`src/sv/raid2_hamming_stripe_codec_assert.svh`:
```
// Assertion macros used by the stripe codec emitter.
// Synthesis builds define SYNTH, which leaves every macro empty.
`ifndef RAID2_HAMMING_STRIPE_CODEC_ASSERT_SVH
`define RAID2_HAMMING_STRIPE_CODEC_ASSERT_SVH

`ifndef SYNTH

// Same-cycle implication, checked out of reset.
`define HSC_ASSERT_IMPL(lbl, clk, rst_n, ante, cons) \
	lbl: assert property (@(posedge clk) disable iff (!rst_n) (ante) |-> (cons)) \
		else $error("stripe codec check failed");

// Next-cycle implication, checked out of reset.
`define HSC_ASSERT_NEXT(lbl, clk, rst_n, ante, cons) \
	lbl: assert property (@(posedge clk) disable iff (!rst_n) (ante) |=> (cons)) \
		else $error("stripe codec check failed");

`else

`define HSC_ASSERT_IMPL(lbl, clk, rst_n, ante, cons)
`define HSC_ASSERT_NEXT(lbl, clk, rst_n, ante, cons)

`endif

`endif

```
`src/sv/hsc_pkg.sv`:
```
`default_nettype none

package hsc_pkg;

	// Stripe geometry
	localparam int WORD_BITS    = 32;
	localparam int NUM_DISKS    = 7;
	localparam int NIB_BITS     = 4;
	localparam int BEAT_BITS    = 32;
	localparam int NIB_PER_BEAT = BEAT_BITS / NIB_BITS;
	localparam int NIB_SH       = $clog2(NIB_PER_BEAT);
	localparam int PACK_BITS    = WORD_BITS * NIB_BITS;
	localparam int NUM_BEATS    = PACK_BITS / BEAT_BITS;
	localparam int BEAT_IDX_W   = (NUM_BEATS > 1) ? $clog2(NUM_BEATS) : 1;
	localparam int CNT_W        = 6;

	// Configuration port
	localparam int PADDR_W = 3;
	localparam int PDATA_W = 32;
	localparam int DIRTY_W = 3;
	localparam logic       REG_MAX_DIRTY   = 1'b0;
	localparam logic [DIRTY_W-1:0] MAX_DIRTY_RESET = 3'd2;

	// Mode codes
	localparam logic MODE_ENCODE = 1'b0;
	localparam logic MODE_CHECK  = 1'b1;

	// Per-position lane result
	typedef struct packed {
		logic [NIB_BITS-1:0] nibble;  // disks 6,5,4,2 high to low
		logic [2:0]          par;     // disks 3,1,0 high to low
		logic                rep;
		logic                unrep;
	} lane_res_t;

	// Stripe handed from the lane stage to the emitter
	typedef struct packed {
		logic [PACK_BITS-1:0] nib;
		logic [WORD_BITS-1:0] par0;
		logic [WORD_BITS-1:0] par1;
		logic [WORD_BITS-1:0] par3;
		logic [WORD_BITS-1:0] rep;
		logic [WORD_BITS-1:0] unrep;
		logic [CNT_W-1:0]     pack_cnt;
	} stripe_t;

endpackage

`default_nettype wire

```
`src/sv/hsc_if.sv`:
```
`default_nettype none

// Input channel: one stripe per beat
interface hsc_stripe_if import hsc_pkg::*; ();
	logic                 valid;
	logic                 ready;
	logic                 mode;
	logic [WORD_BITS-1:0] word_d0;
	logic [WORD_BITS-1:0] word_d1;
	logic [WORD_BITS-1:0] word_d2;
	logic [WORD_BITS-1:0] word_d3;
	logic [WORD_BITS-1:0] word_d4;
	logic [WORD_BITS-1:0] word_d5;
	logic [WORD_BITS-1:0] word_d6;
	logic [NUM_DISKS-1:0] dirty_mask;
	logic [CNT_W-1:0]     valid_bits;

	modport source (
		output valid, mode, word_d0, word_d1, word_d2, word_d3, word_d4, word_d5, word_d6,
		output dirty_mask, valid_bits,
		input  ready
	);
	modport sink (
		input  valid, mode, word_d0, word_d1, word_d2, word_d3, word_d4, word_d5, word_d6,
		input  dirty_mask, valid_bits,
		output ready
	);
endinterface

// Output channel: one packed data word per beat
interface hsc_result_if import hsc_pkg::*; ();
	logic                 valid;
	logic                 ready;
	logic [BEAT_BITS-1:0] data_word;
	logic [CNT_W-1:0]     data_bits;
	logic [WORD_BITS-1:0] parity_0;
	logic [WORD_BITS-1:0] parity_1;
	logic [WORD_BITS-1:0] parity_3;
	logic [WORD_BITS-1:0] repaired_mask;
	logic [WORD_BITS-1:0] unrepairable_mask;
	logic                 last_item;

	modport source (
		output valid, data_word, data_bits, parity_0, parity_1, parity_3,
		output repaired_mask, unrepairable_mask, last_item,
		input  ready
	);
	modport sink (
		input  valid, data_word, data_bits, parity_0, parity_1, parity_3,
		input  repaired_mask, unrepairable_mask, last_item,
		output ready
	);
endinterface

`default_nettype wire

```
`src/sv/hsc_lane.sv`:
```
`default_nettype none

module hsc_lane import hsc_pkg::*; (
	input  logic                 mode,
	input  logic                 in_range,
	input  logic                 allow,
	input  logic [NUM_DISKS-1:0] dirty,
	input  logic [NUM_DISKS-1:0] code,
	output lane_res_t            res
);

	logic [2:0]           syn;
	logic [2:0]           disk;
	logic [NUM_DISKS:0]   dirty_ext;
	logic [NUM_DISKS:0]   onehot;
	logic                 err;
	logic                 fixable;
	logic [NUM_DISKS-1:0] fix;
	logic [NUM_DISKS-1:0] fixed;

	// Form the syndrome; a nonzero value names disk syn-1
	assign syn = {code[3] ^ code[4] ^ code[5] ^ code[6],
		code[1] ^ code[2] ^ code[5] ^ code[6],
		code[0] ^ code[2] ^ code[4] ^ code[6]};
	assign disk      = syn - 3'd1;
	assign dirty_ext = {1'b0, dirty};
	assign onehot    = (NUM_DISKS + 1)'(1) << disk;

	// Flip only a dirty disk, and only within the dirty-count limit
	assign err     = (mode == MODE_CHECK) && in_range && (syn != 3'd0);
	assign fixable = allow && dirty_ext[disk];
	assign fix     = (err && fixable) ? onehot[NUM_DISKS-1:0] : '0;
	assign fixed   = code ^ fix;

	always_comb begin
		res = '0;
		if (mode == MODE_CHECK) begin
			res.par   = {fixed[3], fixed[1], fixed[0]};
			res.rep   = err && fixable;
			res.unrep = err && !fixable;
			if (in_range) begin
				res.nibble = {fixed[6], fixed[5], fixed[4], fixed[2]};
			end
		end else if (in_range) begin
			res.par = {code[4] ^ code[5] ^ code[6],
				code[2] ^ code[5] ^ code[6],
				code[2] ^ code[4] ^ code[6]};
		end
	end

endmodule

`default_nettype wire

```
`src/sv/hsc_emit.sv`:
```
`default_nettype none

`include "raid2_hamming_stripe_codec_assert.svh"

module hsc_emit import hsc_pkg::*; (
	input  logic       clk,
	input  logic       arst_n,
	input  logic       load_valid,
	output logic       load_ready,
	input  stripe_t    load_data,
	hsc_result_if.source result
);

	stripe_t               stripe_q;
	logic                  busy_q;
	logic [BEAT_IDX_W-1:0] idx_q;
	logic [BEAT_IDX_W-1:0] last_idx_q;
	logic [BEAT_IDX_W-1:0] last_idx;
	logic [CNT_W-1:0]      cnt_m1;
	logic [CNT_W-1:0]      rem;
	logic                  fire;
	logic                  last_fire;
	logic                  load;

	assign fire       = busy_q && result.ready;
	assign last_fire  = fire && (idx_q == last_idx_q);
	assign load_ready = !busy_q || last_fire;
	assign load       = load_valid && load_ready;

	// Final beat index of an incoming stripe
	assign cnt_m1   = load_data.pack_cnt - CNT_W'(1);
	assign last_idx = (load_data.pack_cnt == '0) ? '0 : BEAT_IDX_W'(cnt_m1 >> NIB_SH);

	// Beat control
	always_ff @(posedge clk or negedge arst_n) begin
		if (!arst_n) begin
			busy_q     <= 1'b0;
			idx_q      <= '0;
			last_idx_q <= '0;
		end else if (load) begin
			busy_q     <= 1'b1;
			idx_q      <= '0;
			last_idx_q <= last_idx;
		end else if (last_fire) begin
			busy_q <= 1'b0;
		end else if (fire) begin
			idx_q <= idx_q + BEAT_IDX_W'(1);
		end
	end

	// Hold the stripe for all of its beats
	always_ff @(posedge clk) begin
		if (load) begin
			stripe_q <= load_data;
		end
	end

	// Select the nibbles of the current beat
	assign rem = stripe_q.pack_cnt - (CNT_W'(idx_q) << NIB_SH);

	assign result.valid             = busy_q;
	assign result.data_word         = stripe_q.nib[idx_q * BEAT_BITS +: BEAT_BITS];
	assign result.data_bits         = (rem >= CNT_W'(NIB_PER_BEAT)) ? CNT_W'(BEAT_BITS)
		: CNT_W'(rem * NIB_BITS);
	assign result.parity_0          = stripe_q.par0;
	assign result.parity_1          = stripe_q.par1;
	assign result.parity_3          = stripe_q.par3;
	assign result.repaired_mask     = stripe_q.rep;
	assign result.unrepairable_mask = stripe_q.unrep;
	assign result.last_item         = (idx_q == last_idx_q);

	`HSC_ASSERT_IMPL(a_full_before_last, clk, arst_n, busy_q && !result.last_item, result.data_bits == CNT_W'(BEAT_BITS))
	`HSC_ASSERT_IMPL(a_masks_disjoint, clk, arst_n, busy_q, (stripe_q.rep & stripe_q.unrep) == '0)
	`HSC_ASSERT_IMPL(a_idx_bound, clk, arst_n, busy_q, idx_q <= last_idx_q)
	`HSC_ASSERT_NEXT(a_drain_idle, clk, arst_n, last_fire && !load_valid, !busy_q)

endmodule

`default_nettype wire

```
`src/sv/raid2_hamming_stripe_codec.sv`:
```
// An accepted stripe is registered in the lane stage and then in the emitter.
// Encode and empty stripes give one beat; check stripes give ceil(valid_bits/8)
// beats, at most 4, sent one per cycle while result.ready is high.
// The next stripe is taken into the lane stage while the emitter drains.
// Reset (arst_n low, asynchronous) empties both stages and sets max_dirty_disks to 2.
`default_nettype none

module raid2_hamming_stripe_codec import hsc_pkg::*; (
	input  logic               clk,
	input  logic               arst_n,
	input  logic               psel,
	input  logic               penable,
	input  logic               pwrite,
	input  logic [PADDR_W-1:0] paddr,
	input  logic [PDATA_W-1:0] pwdata,
	output logic [PDATA_W-1:0] prdata,
	output logic               pready,
	hsc_stripe_if.sink         stripe,
	hsc_result_if.source       result
);

	logic [DIRTY_W-1:0]   max_dirty_q;
	logic [CNT_W-1:0]     valid_sat;
	logic [DIRTY_W-1:0]   dirty_cnt;
	logic                 allow;
	logic                 accept;
	logic                 load_ready;
	logic                 valid_s1;
	stripe_t              stripe_d;
	stripe_t              stripe_s1;
	lane_res_t            lane_res [WORD_BITS];

	// Configuration register
	assign pready = 1'b1;
	assign prdata = (paddr[2] == REG_MAX_DIRTY) ? PDATA_W'(max_dirty_q) : '0;

	always_ff @(posedge clk or negedge arst_n) begin
		if (!arst_n) begin
			max_dirty_q <= MAX_DIRTY_RESET;
		end else if (psel && penable && pwrite && pready && paddr[2] == REG_MAX_DIRTY) begin
			max_dirty_q <= pwdata[DIRTY_W-1:0];
		end
	end

	// Clamp the valid count and decide whether repair is allowed
	assign valid_sat = (stripe.valid_bits > CNT_W'(WORD_BITS)) ? CNT_W'(WORD_BITS)
		: stripe.valid_bits;

	always_comb begin
		dirty_cnt = '0;
		for (int k = 0; k < NUM_DISKS; k++) begin
			dirty_cnt = dirty_cnt + DIRTY_W'(stripe.dirty_mask[k]);
		end
	end
	assign allow = dirty_cnt <= max_dirty_q;

	// One lane per bit position
	for (genvar i = 0; i < WORD_BITS; i++) begin : g_lane
		hsc_lane u_lane (
			.mode     (stripe.mode),
			.in_range (CNT_W'(i) < valid_sat),
			.allow    (allow),
			.dirty    (stripe.dirty_mask),
			.code     ({stripe.word_d6[i], stripe.word_d5[i], stripe.word_d4[i],
				stripe.word_d3[i], stripe.word_d2[i], stripe.word_d1[i], stripe.word_d0[i]}),
			.res      (lane_res[i])
		);

		// Merge lane results into stripe words
		assign stripe_d.nib[i*NIB_BITS +: NIB_BITS] = lane_res[i].nibble;
		assign stripe_d.par0[i]  = lane_res[i].par[0];
		assign stripe_d.par1[i]  = lane_res[i].par[1];
		assign stripe_d.par3[i]  = lane_res[i].par[2];
		assign stripe_d.rep[i]   = lane_res[i].rep;
		assign stripe_d.unrep[i] = lane_res[i].unrep;
	end

	// Encode emits one beat with no data bits
	assign stripe_d.pack_cnt = (stripe.mode == MODE_CHECK) ? valid_sat : '0;

	// Lane stage register
	assign stripe.ready = !valid_s1 || load_ready;
	assign accept       = stripe.valid && stripe.ready;

	always_ff @(posedge clk or negedge arst_n) begin
		if (!arst_n) begin
			valid_s1 <= 1'b0;
		end else if (accept) begin
			valid_s1 <= 1'b1;
		end else if (load_ready) begin
			valid_s1 <= 1'b0;
		end
	end

	always_ff @(posedge clk) begin
		if (accept) begin
			stripe_s1 <= stripe_d;
		end
	end

	// Output beats
	hsc_emit u_emit (
		.clk        (clk),
		.arst_n     (arst_n),
		.load_valid (valid_s1),
		.load_ready (load_ready),
		.load_data  (stripe_s1),
		.result     (result)
	);

endmodule

`default_nettype wire

```
`src/flat_wrapper.sv`:
```
// flat-port wrapper written by rule: the top's interface ports become plain ports
module raid2_hamming_stripe_codec_flat import hsc_pkg::*;
  (clk, arst_n, psel, penable, pwrite, paddr, pwdata, prdata, pready, stripe_valid, stripe_mode, stripe_word_d0, stripe_word_d1, stripe_word_d2, stripe_word_d3, stripe_word_d4, stripe_word_d5, stripe_word_d6, stripe_dirty_mask, stripe_valid_bits, stripe_ready, result_valid, result_data_word, result_data_bits, result_parity_0, result_parity_1, result_parity_3, result_repaired_mask, result_unrepairable_mask, result_last_item, result_ready);
  hsc_stripe_if stripe_i ();
  hsc_result_if result_i ();
  input  logic clk;
  input  logic arst_n;
  input  logic psel;
  input  logic penable;
  input  logic pwrite;
  input  logic [PADDR_W-1:0] paddr;
  input  logic [PDATA_W-1:0] pwdata;
  output logic [PDATA_W-1:0] prdata;
  output logic pready;
  input wire logic [$bits(stripe_i.valid)-1:0] stripe_valid;
  input wire logic [$bits(stripe_i.mode)-1:0] stripe_mode;
  input wire logic [$bits(stripe_i.word_d0)-1:0] stripe_word_d0;
  input wire logic [$bits(stripe_i.word_d1)-1:0] stripe_word_d1;
  input wire logic [$bits(stripe_i.word_d2)-1:0] stripe_word_d2;
  input wire logic [$bits(stripe_i.word_d3)-1:0] stripe_word_d3;
  input wire logic [$bits(stripe_i.word_d4)-1:0] stripe_word_d4;
  input wire logic [$bits(stripe_i.word_d5)-1:0] stripe_word_d5;
  input wire logic [$bits(stripe_i.word_d6)-1:0] stripe_word_d6;
  input wire logic [$bits(stripe_i.dirty_mask)-1:0] stripe_dirty_mask;
  input wire logic [$bits(stripe_i.valid_bits)-1:0] stripe_valid_bits;
  output wire logic [$bits(stripe_i.ready)-1:0] stripe_ready;
  output wire logic [$bits(result_i.valid)-1:0] result_valid;
  output wire logic [$bits(result_i.data_word)-1:0] result_data_word;
  output wire logic [$bits(result_i.data_bits)-1:0] result_data_bits;
  output wire logic [$bits(result_i.parity_0)-1:0] result_parity_0;
  output wire logic [$bits(result_i.parity_1)-1:0] result_parity_1;
  output wire logic [$bits(result_i.parity_3)-1:0] result_parity_3;
  output wire logic [$bits(result_i.repaired_mask)-1:0] result_repaired_mask;
  output wire logic [$bits(result_i.unrepairable_mask)-1:0] result_unrepairable_mask;
  output wire logic [$bits(result_i.last_item)-1:0] result_last_item;
  input wire logic [$bits(result_i.ready)-1:0] result_ready;
  assign stripe_i.valid = stripe_valid;
  assign stripe_i.mode = stripe_mode;
  assign stripe_i.word_d0 = stripe_word_d0;
  assign stripe_i.word_d1 = stripe_word_d1;
  assign stripe_i.word_d2 = stripe_word_d2;
  assign stripe_i.word_d3 = stripe_word_d3;
  assign stripe_i.word_d4 = stripe_word_d4;
  assign stripe_i.word_d5 = stripe_word_d5;
  assign stripe_i.word_d6 = stripe_word_d6;
  assign stripe_i.dirty_mask = stripe_dirty_mask;
  assign stripe_i.valid_bits = stripe_valid_bits;
  assign stripe_ready = stripe_i.ready;
  assign result_valid = result_i.valid;
  assign result_data_word = result_i.data_word;
  assign result_data_bits = result_i.data_bits;
  assign result_parity_0 = result_i.parity_0;
  assign result_parity_1 = result_i.parity_1;
  assign result_parity_3 = result_i.parity_3;
  assign result_repaired_mask = result_i.repaired_mask;
  assign result_unrepairable_mask = result_i.unrepairable_mask;
  assign result_last_item = result_i.last_item;
  assign result_i.ready = result_ready;
  raid2_hamming_stripe_codec u_core (.clk(clk), .arst_n(arst_n), .psel(psel), .penable(penable), .pwrite(pwrite), .paddr(paddr), .pwdata(pwdata), .prdata(prdata), .pready(pready), .stripe(stripe_i), .result(result_i));
endmodule
```
`config.mk`:
```
export PLATFORM = sky130hd
export DESIGN_NAME = raid2_hamming_stripe_codec_flat
export DESIGN_NICKNAME = d
export VERILOG_FILES = /design/src/sv/hsc_pkg.sv /design/src/sv/hsc_if.sv /design/src/sv/hsc_lane.sv /design/src/sv/hsc_emit.sv /design/src/sv/raid2_hamming_stripe_codec.sv /design/src/flat_wrapper.sv
export VERILOG_INCLUDE_DIRS = /design/src /design/src/sv
export SDC_FILE = /design/constraint.sdc
export NUM_CORES = 1
export LEC_CHECK = 0
export BUFFER_PORTS_ARGS = -buffer_cell sky130_fd_sc_hd__buf_2
export CAP_MARGIN = 15
export CORE_MARGIN = 2
export CORE_UTILIZATION = 40
export CTS_BUF_LIST = sky130_fd_sc_hd__clkbuf_8
export DETAILED_ROUTE_END_ITERATION = 10
export GPL_TIMING_DRIVEN = 0
export MAX_ROUTING_LAYER = met4
export PLACE_DENSITY_LB_ADDON = 0.1
export SLEW_MARGIN = 20
export SYNTH_ARGS = -nofsm -noshare
export SYNTH_HDL_FRONTEND = slang
export SYNTH_HIERARCHICAL = 1
export SYNTH_SLANG_ARGS = --single-unit
```
`constraint.sdc`:
```
create_clock -name clk -period 19 [get_ports clk]
set_clock_uncertainty 0.05 [all_clocks]
set_input_delay 0.95 -clock clk [delete_from_list [all_inputs] [get_ports clk]]
set_output_delay 0.95 -clock clk [all_outputs]
set_load 0.05 [all_outputs]
```
==> qor.csv <==
metric,value,unit
status,completed,
DRC,0,
"Clk Latency, worst-skew pair",740,ps
sequential fraction of the synthesis area,0.467,
Worst Hold End,u_core/u_emit/result.parity_0[29],
worst slew pin tran,994,ps
fin nets,4394,
RSZ-0062 raised after global routing,false,
LEAKAGE,17.7,nW
Pint,0.00369,W
Synthesis Warnings,6,
Pwr Density,141,nW/um2
Yosys top cell by area,edfxtp_1,
global-route wire length before repair,158000,um
Seq pwr share,0.355,
final hold vios,0,
CTS Buf Count,106,
Yosys reg bits,597,
Top Ports,514,
overall routing resource usage,0.217,
initial antenna violation count,29,
Util after Layout,0.473,
placed wire-length estimate,75400,um
Sink Count,597,
Hold Crit Class,flip-flop to flip-flop,
clock-pin transition on the worst setup and hold timing paths,60,ps
Via density,5.14,
met2 usage,0.342,
most used flip-flop cell after synthesis,edfxtp_1,
reg-to-reg startpoint,u_core/max_dirty_q[1],
Die Wd,314,um
"Largest stage delay, worst path",630,ps
Die Y-Extent,314,um
vias post-DR,27200,
Hold WS,349,ps
# Max-Cap Violations,0,
Net Sw Frac,0.416,
Longest Clk Path Bufs,3,
area share of the largest cell type after synthesis,0.461,
post-synth cell types,73,
total iterations of the first detailed-routing run,5,
final WL,105000,um
Worst EP required,19490,ps
CTS tree,built,
HP Start,u_core/stripe_s1[163],
CP max stage cell,buf_4,
"Slew Viols, Final",0,
total design power,0.00632,W
Synth Instances,3308,
met1 usage,0.276,
vias in the first global route,26400,
critical path arrival,6630,ps
Cell Rows,113,
Tcrit/Tclk final,0.323,
core region area,95000,um2
TNS Setup,0,ps
largest net degree at the start of global routing,75,
Psw,0.00263,W
"reg-to-reg slack, setup",15030,ps
RD Place Congestion,0.869,
Max H-tree Level,3,
starting density of the core,0.403,
Fmax,163,MHz
Final setup viols,0,
hold path cells,0,
cell with the most instances after synthesis,edfxtp_1,
Post-synth EDFFs,588,
synthesized area,38300,um2
syn avg cell area,11.6,um2
Area Growth Syn to Fin,17.3,%
critical path capture point type,flip-flop,
maximum net fanout on the critical path,33,
full die area,98300,um2
Area contributors post-synth,"edfxtp_1 46%, ha_1 6.4%, buf_4 3.9%, xnor2_1 3.7%, mux2i_1 3.4%",
Reg2Reg Depth,13,
combinational power share,0.455,
"FFs w/ async S/R, synth",0.0151,
GR Util met3,0.0464,
IO Port Bufs,447,
CTS root buf,clkbuf_8,
Iter 0 DRT Violations,1689,
maximum vdd drop,0.0755,mV
Antenna Violating Nets Remaining,0,
Final Instance Count excl. Fillers,5290,
crit path time final,6140,ps
CP startpoint kind,primary input,
Setup CP Type,primary input to flip-flop,
layout cell share with drive strength beyond 1,0.273,
Synth top cells by count,"588 x edfxtp_1, 247 x inv_1, 198 x buf_4, 196 x ha_1, 163 x or3_1",
most used routing layer,met2,
post-DR wirelength/cell,19.9,um
crit path cell chain,buf_4 > fa_1 > inv_1 > fa_1 > inv_1 > fa_1 > inv_1 > fa_1 > inv_1 > ha_1 > nor2b_1 > o21a_1 > o21ai_4 > buf_12 > buf_16 > buf_16 > nand4b_1 > nor3_1 > mux2i_1 > or3_1 > a21oi_1,
global route total overflow,0,
Worst slew margin,0.337,
FF-to-FF End,u_core/stripe_s1[196],
Placed Cells incl. Taps,5069,
Clk pwr share,0.189,
[logic make-up (layout without fill, tap and decap cells)]
family | count (synthesis) | in the layout | synth area share
AO/OA/AOI/OAI | 514 | 514 | 0.0865
XOR/XNOR | 289 | 289 | 0.0791
adder cells (fa/ha/maj) | 201 | 201 | 0.0666
buffers and inverters | 546 | 1206 | 0.0745
flip-flops | 597 | 597 | 0.467
multiplexers | 265 | 265 | 0.0866
other | 3 | 60 | 0.000294
AND/OR/NAND/NOR | 893 | 893 | 0.140
[per-layer routing]
metal	vias to the layer above	share of wire
met5	-	0
met3	169	0.066
met1	13000	0.43
met4	0	0.026
met2	681	0.47
li1	13300	-
[power groups by stage]
stage	clock network [W]	registers (W)	logic [W]
global placement	0	0.00246	0.00278
detailed placement	0	0.00227	0.00290
floorplan	0	0.00232	0.00208
global route	0.00130	0.00229	0.00309
finish	0.00120	0.00224	0.00288
CTS	0.00124	0.00225	0.00291
[metrics by stage]
stage	area, um2	setup WS (ps)
finish	44900	12860
global route	44900	12640
CTS	44900	12950
detailed placement	42800	12170
global placement	42300	5270
floorplan	38400	9670
[worst max path at each step]
stage	from	endpoint	slack, ps	depth (start not counted)
after floorplan	result_ready	u_core/stripe_s1[0]	9670	5
after global placement	result_ready	u_core/stripe_s1[32]	5270	6
after detailed placement	stripe_dirty_mask[0]	u_core/stripe_s1[196]	12170	21
after CTS	stripe_dirty_mask[0]	u_core/stripe_s1[196]	12950	21
after global routing	stripe_dirty_mask[0]	u_core/stripe_s1[196]	12640	21
final	stripe_dirty_mask[3]	u_core/stripe_s1[196]	12860	21
[sequential cells by signal, indices dropped and copies added (netlist names)]
signal                                  flops
u_core/max_dirty_q                          3
u_core/stripe_s1                          294
u_core/u_emit/idx_q                         2
u_core/u_emit/last_idx_q                    2
u_core/u_emit/result.parity_0              32
u_core/u_emit/result.parity_1              32
u_core/u_emit/result.parity_3              32
u_core/u_emit/result.repaired_mask         32
u_core/u_emit/result.unrepairable_mask     32
u_core/u_emit/result.valid                  1
u_core/u_emit/stripe_q                    134
u_core/valid_s1                             1
[critical path, delay by kind of cell]
kind                       cells  cell delay (ps)
adders and majority gates      5             1900
buffers and inverters          8             1520
AOI/OAI and AO/OA              3             1030
and+or+nand+nor                4              920
muxes                          1              220
[area by class of cell]
cell class              instances  area (um2)
diodes                         28        70.1
plain buffers                 268        1810
clock buffers                 107        1470
clock inverters                85         612
fillers                      8974       50100
inverters                     278        1050
multi-input cells            2194       17700
flip-flops and latches        597       17900
well taps                    1265        1580
repair buffers                468        2770
[cell usage in the layout, fill, tap and decap left out, types with 31 or more instances in the layout]
| master | count |
|---|---|
| nor2_1 | 72 |
| nand3_1 | 102 |
| nor3_1 | 62 |
| xor2_2 | 32 |
| or2_1 | 31 |
| nand4b_1 | 31 |
| nand2b_1 | 36 |
| or4b_1 | 60 |
| o21ai_0 | 132 |
| nand2_1 | 146 |
| buf_4 | 205 |
| edfxtp_1 | 588 |
| ha_1 | 196 |
| buf_2 | 474 |
| clkbuf_1 | 33 |
| mux2i_1 | 130 |
| nand3b_1 | 63 |
| a21oi_1 | 130 |
| xor2_1 | 64 |
| mux4_2 | 32 |
| conb_1 | 32 |
| clkbuf_8 | 107 |
| or3_1 | 163 |
| nand4_1 | 63 |
| mux2_4 | 37 |
| inv_1 | 275 |
| mux2_2 | 65 |
| xnor2_1 | 161 |
| o211ai_1 | 122 |
[what timing repair did]
item                      CTS  global route
buffers inserted            0             0
hold buffers                1             0
hold endpoints to repair    8             0
gates resized for setup     0             0
(Power assumes the default switching activity.)
